==> src/hdl/tfbgra_pkg.sv <==
// shared types, format codes and channel widening functions for the texel unpacker
package tfbgra_pkg;

	// source layout codes, as written to the format register
	localparam logic [3:0] FMT_8888   = 4'd0;
	localparam logic [3:0] FMT_X888   = 4'd1;
	localparam logic [3:0] FMT_888    = 4'd2;
	localparam logic [3:0] FMT_565    = 4'd3;
	localparam logic [3:0] FMT_X555   = 4'd4;
	localparam logic [3:0] FMT_1555   = 4'd5;
	localparam logic [3:0] FMT_4444   = 4'd6;
	localparam logic [3:0] FMT_X444   = 4'd7;
	localparam logic [3:0] FMT_A8     = 4'd8;
	localparam logic [3:0] FMT_L8     = 4'd9;
	localparam logic [3:0] FMT_A8L8   = 4'd10;
	localparam logic [3:0] FMT_A4L4   = 4'd11;
	localparam logic [3:0] FMT_332    = 4'd12;
	localparam logic [3:0] FMT_A8_332 = 4'd13;

	localparam int unsigned FMT_W = 4;

	// input word
	typedef struct packed {
		logic [31:0] pixel_bytes;
		logic        last_in;
	} pixel_in_t;

	// result word
	typedef struct packed {
		logic [7:0] blue;
		logic [7:0] green;
		logic [7:0] red;
		logic [7:0] alpha;
		logic [2:0] bytes_used;
		logic       format_error;
		logic       last_out;
	} pixel_out_t;

	// 4-bit to 8-bit by replication
	function automatic logic [7:0] rep4(input logic [3:0] v);
		rep4 = {v, v};
	endfunction

	// 5-bit to 8-bit by replication
	function automatic logic [7:0] rep5(input logic [4:0] v);
		rep5 = {v, v[4:2]};
	endfunction

	// floor(x*255/63) = 4x + floor(x/21)
	function automatic logic [7:0] scale6(input logic [5:0] v);
		logic [1:0] corr;
		corr = (v == 6'd63) ? 2'd3 : (v >= 6'd42) ? 2'd2 : (v >= 6'd21) ? 2'd1 : 2'd0;
		scale6 = {v, 2'b00} + {6'd0, corr};
	endfunction

	// floor(x*255/7)
	function automatic logic [7:0] scale3(input logic [2:0] v);
		case (v)
			3'd0:    scale3 = 8'd0;
			3'd1:    scale3 = 8'd36;
			3'd2:    scale3 = 8'd72;
			3'd3:    scale3 = 8'd109;
			3'd4:    scale3 = 8'd145;
			3'd5:    scale3 = 8'd182;
			3'd6:    scale3 = 8'd218;
			default: scale3 = 8'd255;
		endcase
	endfunction

	// x*255/3, exact
	function automatic logic [7:0] scale2(input logic [1:0] v);
		case (v)
			2'd0:    scale2 = 8'd0;
			2'd1:    scale2 = 8'd85;
			2'd2:    scale2 = 8'd170;
			default: scale2 = 8'd255;
		endcase
	endfunction

endpackage

==> src/hdl/texel_format_to_bgra8.sv <==
// texel unpacker: one source pixel in, one bgra8 word out
//
// Usage: the source channel (src_valid / src_ready / src_data) carries one
// pixel per word: up to four little-endian bytes plus a last marker. The
// result channel (dst_valid / dst_ready / dst_data) returns blue, green, red
// and alpha bytes, the source byte count and an error flag for the two
// unsupported format codes. The layout is chosen by fmt_we / fmt_wdata, to
// be written only while no word is in flight.
// Pipeline: two register stages (input register, then the result register
// after a single pass of unpack logic); dst_valid is that register's valid.
// Throughput: one word per cycle while dst_ready is high, set by the
// two-register pipeline with no shared unit; the ready path is combinational
// from dst_ready.
// Reset: arst_n clears both pipeline valids and sets the layout to 8888.
// Stall: while dst_ready is low the result word holds, the input register
// still fills once, and src_ready then drops until the result is taken.
module texel_format_to_bgra8 (
	input  logic                   clk,
	input  logic                   arst_n,
	input  logic                   src_valid,
	output logic                   src_ready,
	input  tfbgra_pkg::pixel_in_t  src_data,
	output logic                   dst_valid,
	input  logic                   dst_ready,
	output tfbgra_pkg::pixel_out_t dst_data,
	input  logic                   fmt_we,
	input  logic [tfbgra_pkg::FMT_W-1:0] fmt_wdata
);

	logic [tfbgra_pkg::FMT_W-1:0] fmt_q;
	tfbgra_pkg::pixel_in_t        word_s1;
	logic                         vld_s1;
	tfbgra_pkg::pixel_out_t       word_s2;
	logic                         vld_s2;
	logic                         adv_s2;
	logic                         adv_s1;
	tfbgra_pkg::pixel_out_t       res;
	logic [7:0]                   b0, b1, b2, b3;
	logic [15:0]                  w16;

	// format register
	always_ff @(posedge clk or negedge arst_n) begin
		if (!arst_n) begin
			fmt_q <= tfbgra_pkg::FMT_8888;
		end else if (fmt_we) begin
			fmt_q <= fmt_wdata;
		end
	end

	// pipeline flow control
	assign adv_s2    = !vld_s2 || dst_ready;
	assign adv_s1    = !vld_s1 || adv_s2;
	assign src_ready = adv_s1;

	// input register
	always_ff @(posedge clk or negedge arst_n) begin
		if (!arst_n) begin
			vld_s1 <= 1'b0;
		end else if (adv_s1) begin
			vld_s1 <= src_valid;
		end
	end

	always_ff @(posedge clk) begin
		if (adv_s1 && src_valid) begin
			word_s1 <= src_data;
		end
	end

	// byte split of the held pixel
	assign b0  = word_s1.pixel_bytes[7:0];
	assign b1  = word_s1.pixel_bytes[15:8];
	assign b2  = word_s1.pixel_bytes[23:16];
	assign b3  = word_s1.pixel_bytes[31:24];
	assign w16 = word_s1.pixel_bytes[15:0];

	// unpack by layout
	always_comb begin
		res              = '0;
		res.last_out     = word_s1.last_in;
		case (fmt_q)
			tfbgra_pkg::FMT_8888: begin
				res.blue = b0; res.green = b1; res.red = b2; res.alpha = b3;
				res.bytes_used = 3'd4;
			end
			tfbgra_pkg::FMT_X888: begin
				res.blue = b0; res.green = b1; res.red = b2; res.alpha = 8'hff;
				res.bytes_used = 3'd4;
			end
			tfbgra_pkg::FMT_888: begin
				res.blue = b0; res.green = b1; res.red = b2; res.alpha = 8'hff;
				res.bytes_used = 3'd3;
			end
			tfbgra_pkg::FMT_565: begin
				res.blue  = tfbgra_pkg::rep5(w16[4:0]);
				res.green = tfbgra_pkg::scale6(w16[10:5]);
				res.red   = tfbgra_pkg::rep5(w16[15:11]);
				res.alpha = 8'hff;
				res.bytes_used = 3'd2;
			end
			tfbgra_pkg::FMT_X555, tfbgra_pkg::FMT_1555: begin
				res.blue  = tfbgra_pkg::rep5(w16[4:0]);
				res.green = tfbgra_pkg::rep5(w16[9:5]);
				res.red   = tfbgra_pkg::rep5(w16[14:10]);
				res.alpha = (fmt_q == tfbgra_pkg::FMT_1555 && !w16[15]) ? 8'h00 : 8'hff;
				res.bytes_used = 3'd2;
			end
			tfbgra_pkg::FMT_4444, tfbgra_pkg::FMT_X444: begin
				res.blue  = tfbgra_pkg::rep4(w16[3:0]);
				res.green = tfbgra_pkg::rep4(w16[7:4]);
				res.red   = tfbgra_pkg::rep4(w16[11:8]);
				res.alpha = (fmt_q == tfbgra_pkg::FMT_4444) ?
					tfbgra_pkg::rep4(w16[15:12]) : 8'hff;
				res.bytes_used = 3'd2;
			end
			tfbgra_pkg::FMT_A8: begin
				res.blue = 8'hff; res.green = 8'hff; res.red = 8'hff; res.alpha = b0;
				res.bytes_used = 3'd1;
			end
			tfbgra_pkg::FMT_L8: begin
				res.blue = b0; res.green = b0; res.red = b0; res.alpha = 8'hff;
				res.bytes_used = 3'd1;
			end
			tfbgra_pkg::FMT_A8L8: begin
				res.blue = b0; res.green = b0; res.red = b0; res.alpha = b1;
				res.bytes_used = 3'd2;
			end
			tfbgra_pkg::FMT_A4L4: begin
				res.blue  = tfbgra_pkg::rep4(b0[3:0]);
				res.green = tfbgra_pkg::rep4(b0[3:0]);
				res.red   = tfbgra_pkg::rep4(b0[3:0]);
				res.alpha = tfbgra_pkg::rep4(b0[7:4]);
				res.bytes_used = 3'd1;
			end
			tfbgra_pkg::FMT_332, tfbgra_pkg::FMT_A8_332: begin
				res.blue  = tfbgra_pkg::scale2(b0[1:0]);
				res.green = tfbgra_pkg::scale3(b0[4:2]);
				res.red   = tfbgra_pkg::scale3(b0[7:5]);
				res.alpha = (fmt_q == tfbgra_pkg::FMT_A8_332) ? b1 : 8'hff;
				res.bytes_used = (fmt_q == tfbgra_pkg::FMT_A8_332) ? 3'd2 : 3'd1;
			end
			default: begin
				res.format_error = 1'b1;
			end
		endcase
	end

	// result register
	always_ff @(posedge clk or negedge arst_n) begin
		if (!arst_n) begin
			vld_s2 <= 1'b0;
		end else if (adv_s2) begin
			vld_s2 <= vld_s1;
		end
	end

	always_ff @(posedge clk) begin
		if (adv_s2 && vld_s1) begin
			word_s2 <= res;
		end
	end

	assign dst_valid = vld_s2;
	assign dst_data  = word_s2;

	// checks
	a_err_flag: assert property (@(posedge clk) disable iff (!arst_n)
		(vld_s1 && adv_s2 && (fmt_q > tfbgra_pkg::FMT_A8_332)) |=> dst_data.format_error)
		else $error("unsupported format not flagged");

	a_err_zero: assert property (@(posedge clk) disable iff (!arst_n)
		(dst_valid && dst_data.format_error) |->
		(dst_data.bytes_used == 3'd0 && dst_data.blue == 8'd0 && dst_data.alpha == 8'd0))
		else $error("error word carries data");

	a_used_range: assert property (@(posedge clk) disable iff (!arst_n)
		(dst_valid && !dst_data.format_error) |->
		(dst_data.bytes_used != 3'd0 && dst_data.bytes_used <= 3'd4))
		else $error("byte count out of range");

	a_fill_s1: assert property (@(posedge clk) disable iff (!arst_n)
		(src_valid && src_ready) |=> vld_s1)
		else $error("accepted word lost at input register");

	a_move_s2: assert property (@(posedge clk) disable iff (!arst_n)
		(vld_s1 && !vld_s2) |=> vld_s2)
		else $error("held word not moved to result register");

endmodule

==> config.mk <==
export PLATFORM = sky130hd
export DESIGN_NAME = texel_format_to_bgra8
export DESIGN_NICKNAME = d
export VERILOG_FILES = /design/src/hdl/tfbgra_pkg.sv /design/src/hdl/texel_format_to_bgra8.sv
export SDC_FILE = /design/constraint.sdc
export NUM_CORES = 1
export LEC_CHECK = 0
export ABC_AREA = 1
export BUFFER_PORTS_ARGS = -buffer_cell sky130_fd_sc_hd__buf_2
export CELL_PAD_IN_SITES_DETAIL_PLACEMENT = 1
export CELL_PAD_IN_SITES_GLOBAL_PLACEMENT = 2
export CORE_UTILIZATION = 29
export CTS_CLUSTER_SIZE = 40
export DETAILED_ROUTE_END_ITERATION = 8
export PLACE_DENSITY_LB_ADDON = 0.1
export SLEW_MARGIN = 40
export SYNTH_ARGS = -nofsm -noshare
export SYNTH_HDL_FRONTEND = slang
export SYNTH_SLANG_ARGS = --single-unit
==> constraint.sdc <==
create_clock -name clk -period 2.75 [get_ports clk]
set_input_delay 0.55 -clock clk [delete_from_list [all_inputs] [get_ports clk]]
set_output_delay 0.55 -clock clk [all_outputs]
set_load 0.05 [all_outputs]
Word-level counts from Yosys, hierarchy flattened
Cells that the tools add are included.
{ "word_totals": {"ff_bits": 76, "input_bits": 42, "out_inout_bits": 39, "word_cells": 71} }
{ "op_classes": {"add_sub_neg": 1, "order_cmp": 2, "eq_ne": 28, "muxes": 12, "n_reduce_logical": 16} }
{ "ops": {"columns": ["op", "n"], "rows": [
  ["35-bit case mux with 11 select lines", 1],
  ["8-bit case mux with 7 select lines", 2],
  ["4-bit equality test, second input constant", 6],
  ["8-bit two-way mux", 3],
  ["8-bit case mux with 3 select lines", 1],
  ["3-bit equality test, second input constant", 6],
  ["4-bit by 3-bit equality test with 1-bit output, second input constant", 4],
  ["14-bit OR reduction", 1],
  ["3-bit by 2-bit equality test with 1-bit output, second input constant", 4],
  ["8-bit by 2-bit adder with 8-bit output", 1],
  ["4-bit by 2-bit equality test with 1-bit output, second input constant", 2],
  ["3-bit by 1-bit equality test with 1-bit output, second input constant", 2],
  ["6-bit equality test, second input constant", 1],
  ["6-bit by 5-bit greater-or-equal comparator with 1-bit output, second input constant", 1],
  ["6-bit greater-or-equal comparator, second input constant", 1],
  ["3-bit zero test", 2],
  ["2-bit two-way mux", 3],
  ["2-bit OR reduction", 3],
  ["4-bit by 1-bit equality test with 1-bit output, second input constant", 1],
  ["4-bit zero test", 1],
  ["1-bit logical AND", 3],
  ["1-bit zero test", 3],
  ["2-bit by 1-bit equality test with 1-bit output, second input constant", 1],
  ["2-bit equality test, second input constant", 1],
  ["other kinds (3)", 5]
]} }

Depth between registers and ports, before layout
{ "logic_depth": {"ltp_word": 6, "mapped_depth": 9, "depth_no_buf": 8} }

Worst setup path before layout
No wires, ideal clock.
{ "synth_path": {"path_kind": "register to register", "startpoint": "register vld_s2, in the netlist dst_valid", "endpoint": "register word_s2 (netlist bit dst_data[0]), enable pin", "setup_ps": 443, "arrival_ps": 2502, "required_time_ps": 2307, "slack_ps": -196, "stages_incl_launch_ff": 2, "path_buffers": 0, "synth_period_minus_slack_ps": 2946, "path_cell_list": "dfrtp_1 a21oi_1"} }
{ "synth_via": {"elab_chain_len": 3} }
{ "synth_rtl": {"columns": ["item", "line", "text"], "rows": [
  ["start, declared", "texel_format_to_bgra8.sv:34", "logic vld_s2;"],
  ["start signal, assigned", "texel_format_to_bgra8.sv:153", "vld_s2 <= vld_s1;"],
  ["1-bit zero test", "texel_format_to_bgra8.sv:51", "assign adv_s2 = !vld_s2 || dst_ready;"],
  ["1-bit logical OR", "texel_format_to_bgra8.sv:51", null],
  ["1-bit logical AND", "texel_format_to_bgra8.sv:158", "if (adv_s2 && vld_s1) begin"],
  ["end signal, assigned", "texel_format_to_bgra8.sv:159", "word_s2 <= res;"],
  ["end, declared", "texel_format_to_bgra8.sv:33", "tfbgra_pkg::pixel_out_t word_s2;"]
]} }
No other way between the ends.
A chain may end at the register's enable or synchronous reset.

==> results.py <==
metrics = {
    "outcome": {
        "status": "completed",
    },
    "worst_setup_path": {
        "r2r_setup_slack_ps": 840,
        "critPathMaxStageDelay_ps": 500,
        "cp_max_fo": 11,
        "end_kind": "flip-flop",
        "cp_data_required_time_ps": 2830,
        "crit_type": "reg -> reg",
        "cp-start-kind": "flip-flop",
        "timing.rr.start": "fmt_q[1]",
        "cp.arrival_ps": 2000,
        "path_depth": 8,
        "r2r-end": "dst_data[35]",
        "crit_family": "simple AND/OR/NAND/NOR gates",
        "cp_common_cell": "nand2_1",
        "slowest_stage": "dfrtp_1",
        "critPathBufInv": 1,
        "crit_start": "fmt_q[1]",
        "ff2ff_path_depth": 8,
        "worstPathCellList": "nand2_2 > inv_1 > nand2_1 > nand2_1 > nand2_1 > nand3_1 > nor2_1 > nand2_1",
    },
    "grt": {
        "grt_max_degree": 38,
        "grt_pass1_vias": 3303,
        "grtUsageTotal": 0.185,
        "overflow": 0,
        "grt_first_pass_wirelength_mm": 18.0,
        "antenna_found_initial": 0,
    },
    "floorplanning": {
        "row_count": 41,
        "core_um2": 12700,
        "die_h_um": 116,
        "die_w_um": 116,
        "start_util": 0.298,
        "ioPinCount": 81,
        "die_area_um2": 13500,
    },
    "logic_synthesis": {
        "synth_area_um2": 3770,
        "synth.cells.most_frequent": "nand2_1, edfxtp_1, nor2_1",
        "yosys_warnings": 0,
        "synth-edff-count": 70,
        "ys_types": 22,
        "ys_async_sr_fraction": 0.0789,
        "syn_area_per_cell_um2": 8.82,
        "ys_seq_area_frac": 0.597,
        "synth_top_area_frac": 0.557,
        "synth_nets": 470,
        "yosysTopAreaCell": "edfxtp_1",
        "ys_ff_latch": 76,
        "syn_inst": 428,
        "synth_area_leaders": "edfxtp_1, nand2_1, nor2_1",
        "yosysMostFrequentCell": "nand2_1",
        "synth_ff_type": "edfxtp_1",
    },
    "clocking": {
        "cts_setup_buffers": 0,
        "htree_levels": 3,
        "cts_sinks": 76,
        "clk_latency_ps": 350,
        "clockBufferDepth": 2,
        "holdBufCountCts": 0,
        "cts_tree": "done",
        "numCtsBuffers": 9,
        "cts.clk_slew.worst_paths_ps": 60,
        "cts-resized-gates": 0,
        "cts_root_buf": "clkbuf_16",
    },
    "finish": {
        "area_delta_synth_final_pct": 22.5,
        "finalNetCount": 553,
        "seq_area_um2": 2250,
        "num_antenna_cells": 0,
        "multiInputGateArea_um2": 1370,
        "drive_gt1_frac": 0.206,
        "fillCellCount": 1553,
        "stdcell_count": 687,
    },
    "routing": {
        "viasPerCell": 4.71,
        "vias": 3236,
        "dr.pass1.iters": 4,
        "wire_per_inst_um": 16.7,
        "ant_nets": 0,
        "wl_mm": 11.5,
        "drt_iter0_markers": 139,
        "remaining_drc_errors": 0,
    },
    "placed_design": {
        "dp.cells": 672,
        "dpl.hpwl_mm": 8.70,
        "gp_congestion": 0.835,
        "io_buffers": 80,
        "dpl_worst_slack_ps": 837,
    },
    "flow_run": {
        "max_cap_viol_count": 0,
    },
    "timing": {
        "finClkSkew_ps": 7.50,
        "layout_setup_ws_ps": 836,
        "slew_viol_final": 0,
        "hold_viol": 0,
        "worst_pin_slew_ps": 533,
        "tns_ps": 0,
        "fmax_mhz": 522,
        "period_needed_ps": 1910,
        "fin_crit_sh": 0.696,
        "finalSetupViolations": 0,
        "rsz0062_at_grt": "no",
        "max-slew-margin-rel": 0.643,
    },
    "power": {
        "ir_drop_mv": 0.299,
        "p_leak_uw": 0.00205,
        "power_density_nw_per_um2": 728,
    },
    "worst_hold_path": {
        "hold_class": "in -> async",
    },
}
[power by group]
part           internal (uW)  total (uW)  switching, uW
logic                    190         811            621
clock network            599        1030            431
registers               1450        1520           79.5
total                   2230        3370           1130
[metrics by stage]
step | cell area, um2 | hold WS [ps] | utilization | total power (uW)
after floorplan | 3780 | 254 | - | 2120
after global placement | 4370 | 385 | 0.345 | 2370
after detailed placement | 4370 | 392 | 0.345 | 2370
after CTS | 4620 | 19.3 | 0.365 | 3410
after global routing | 4620 | 29.5 | 0.365 | 3520
final | 4620 | 22.1 | 0.365 | 3370
[layer usage]
| layer | vias to the layer above | part of all wire | global-route usage |
|---|---|---|---|
| met4 | 0 | 0.019 | 0.0718 |
| met2 | 62 | 0.47 | 0.300 |
| li1 | 1610 | - | - |
| met3 | 15 | 0.036 | 0.0387 |
| met1 | 1549 | 0.47 | 0.242 |
| met5 | - | 0 | 0 |
[placed cells by master, fill, tap and decap left out, drive strengths merged, types with 2 or more instances in the layout]
cell	synthesis	final
a21oi	26	26
buf	3	82
clkbuf	7	12
clkinv	0	2
dfrtp	6	6
edfxtp	70	70
inv	31	31
nand2	124	124
nand3	35	35
nand3b	5	5
nand4	2	2
nor2	75	75
o21ai	41	41
[area by class of cell]
| type | count | area share |
|---|---|---|
| Timing Repair Buffer | 82 | 0.0899 |
| Sequential cell | 76 | 0.487 |
| Clock buffer | 12 | 0.0512 |
| Inverter | 31 | 0.0252 |
| Multi-Input combinational cell | 311 | 0.297 |
| Clock inverter | 3 | 0.00325 |
| Tap cell | 172 | 0.0466 |
[worst max-delay path by stage]
| stage | endpoint | slack (ps) |
|---|---|---|
| after floorplan | b0[0] | 430 |
| after global placement | dst_data[35] | 920 |
| after detailed placement | dst_data[35] | 840 |
| after CTS | dst_data[35] | 820 |
| after global routing | dst_data[35] | 670 |
| final | dst_data[35] | 840 |
[registers in the layout, indices dropped and copies added, names as in the netlist]
signal,cells
b1,8
b0,8
res,1
b2,8
dst_data,37
b3,8
dst_valid,1
fmt_q,4
vld_s1,1
[cell families after synthesis]
logic type,share of synthesized area
compound gates,0.0945
buf+inv,0.0428
simple gates,0.266
flops,0.597
Note: power is estimated with default switching activity, not from simulation.
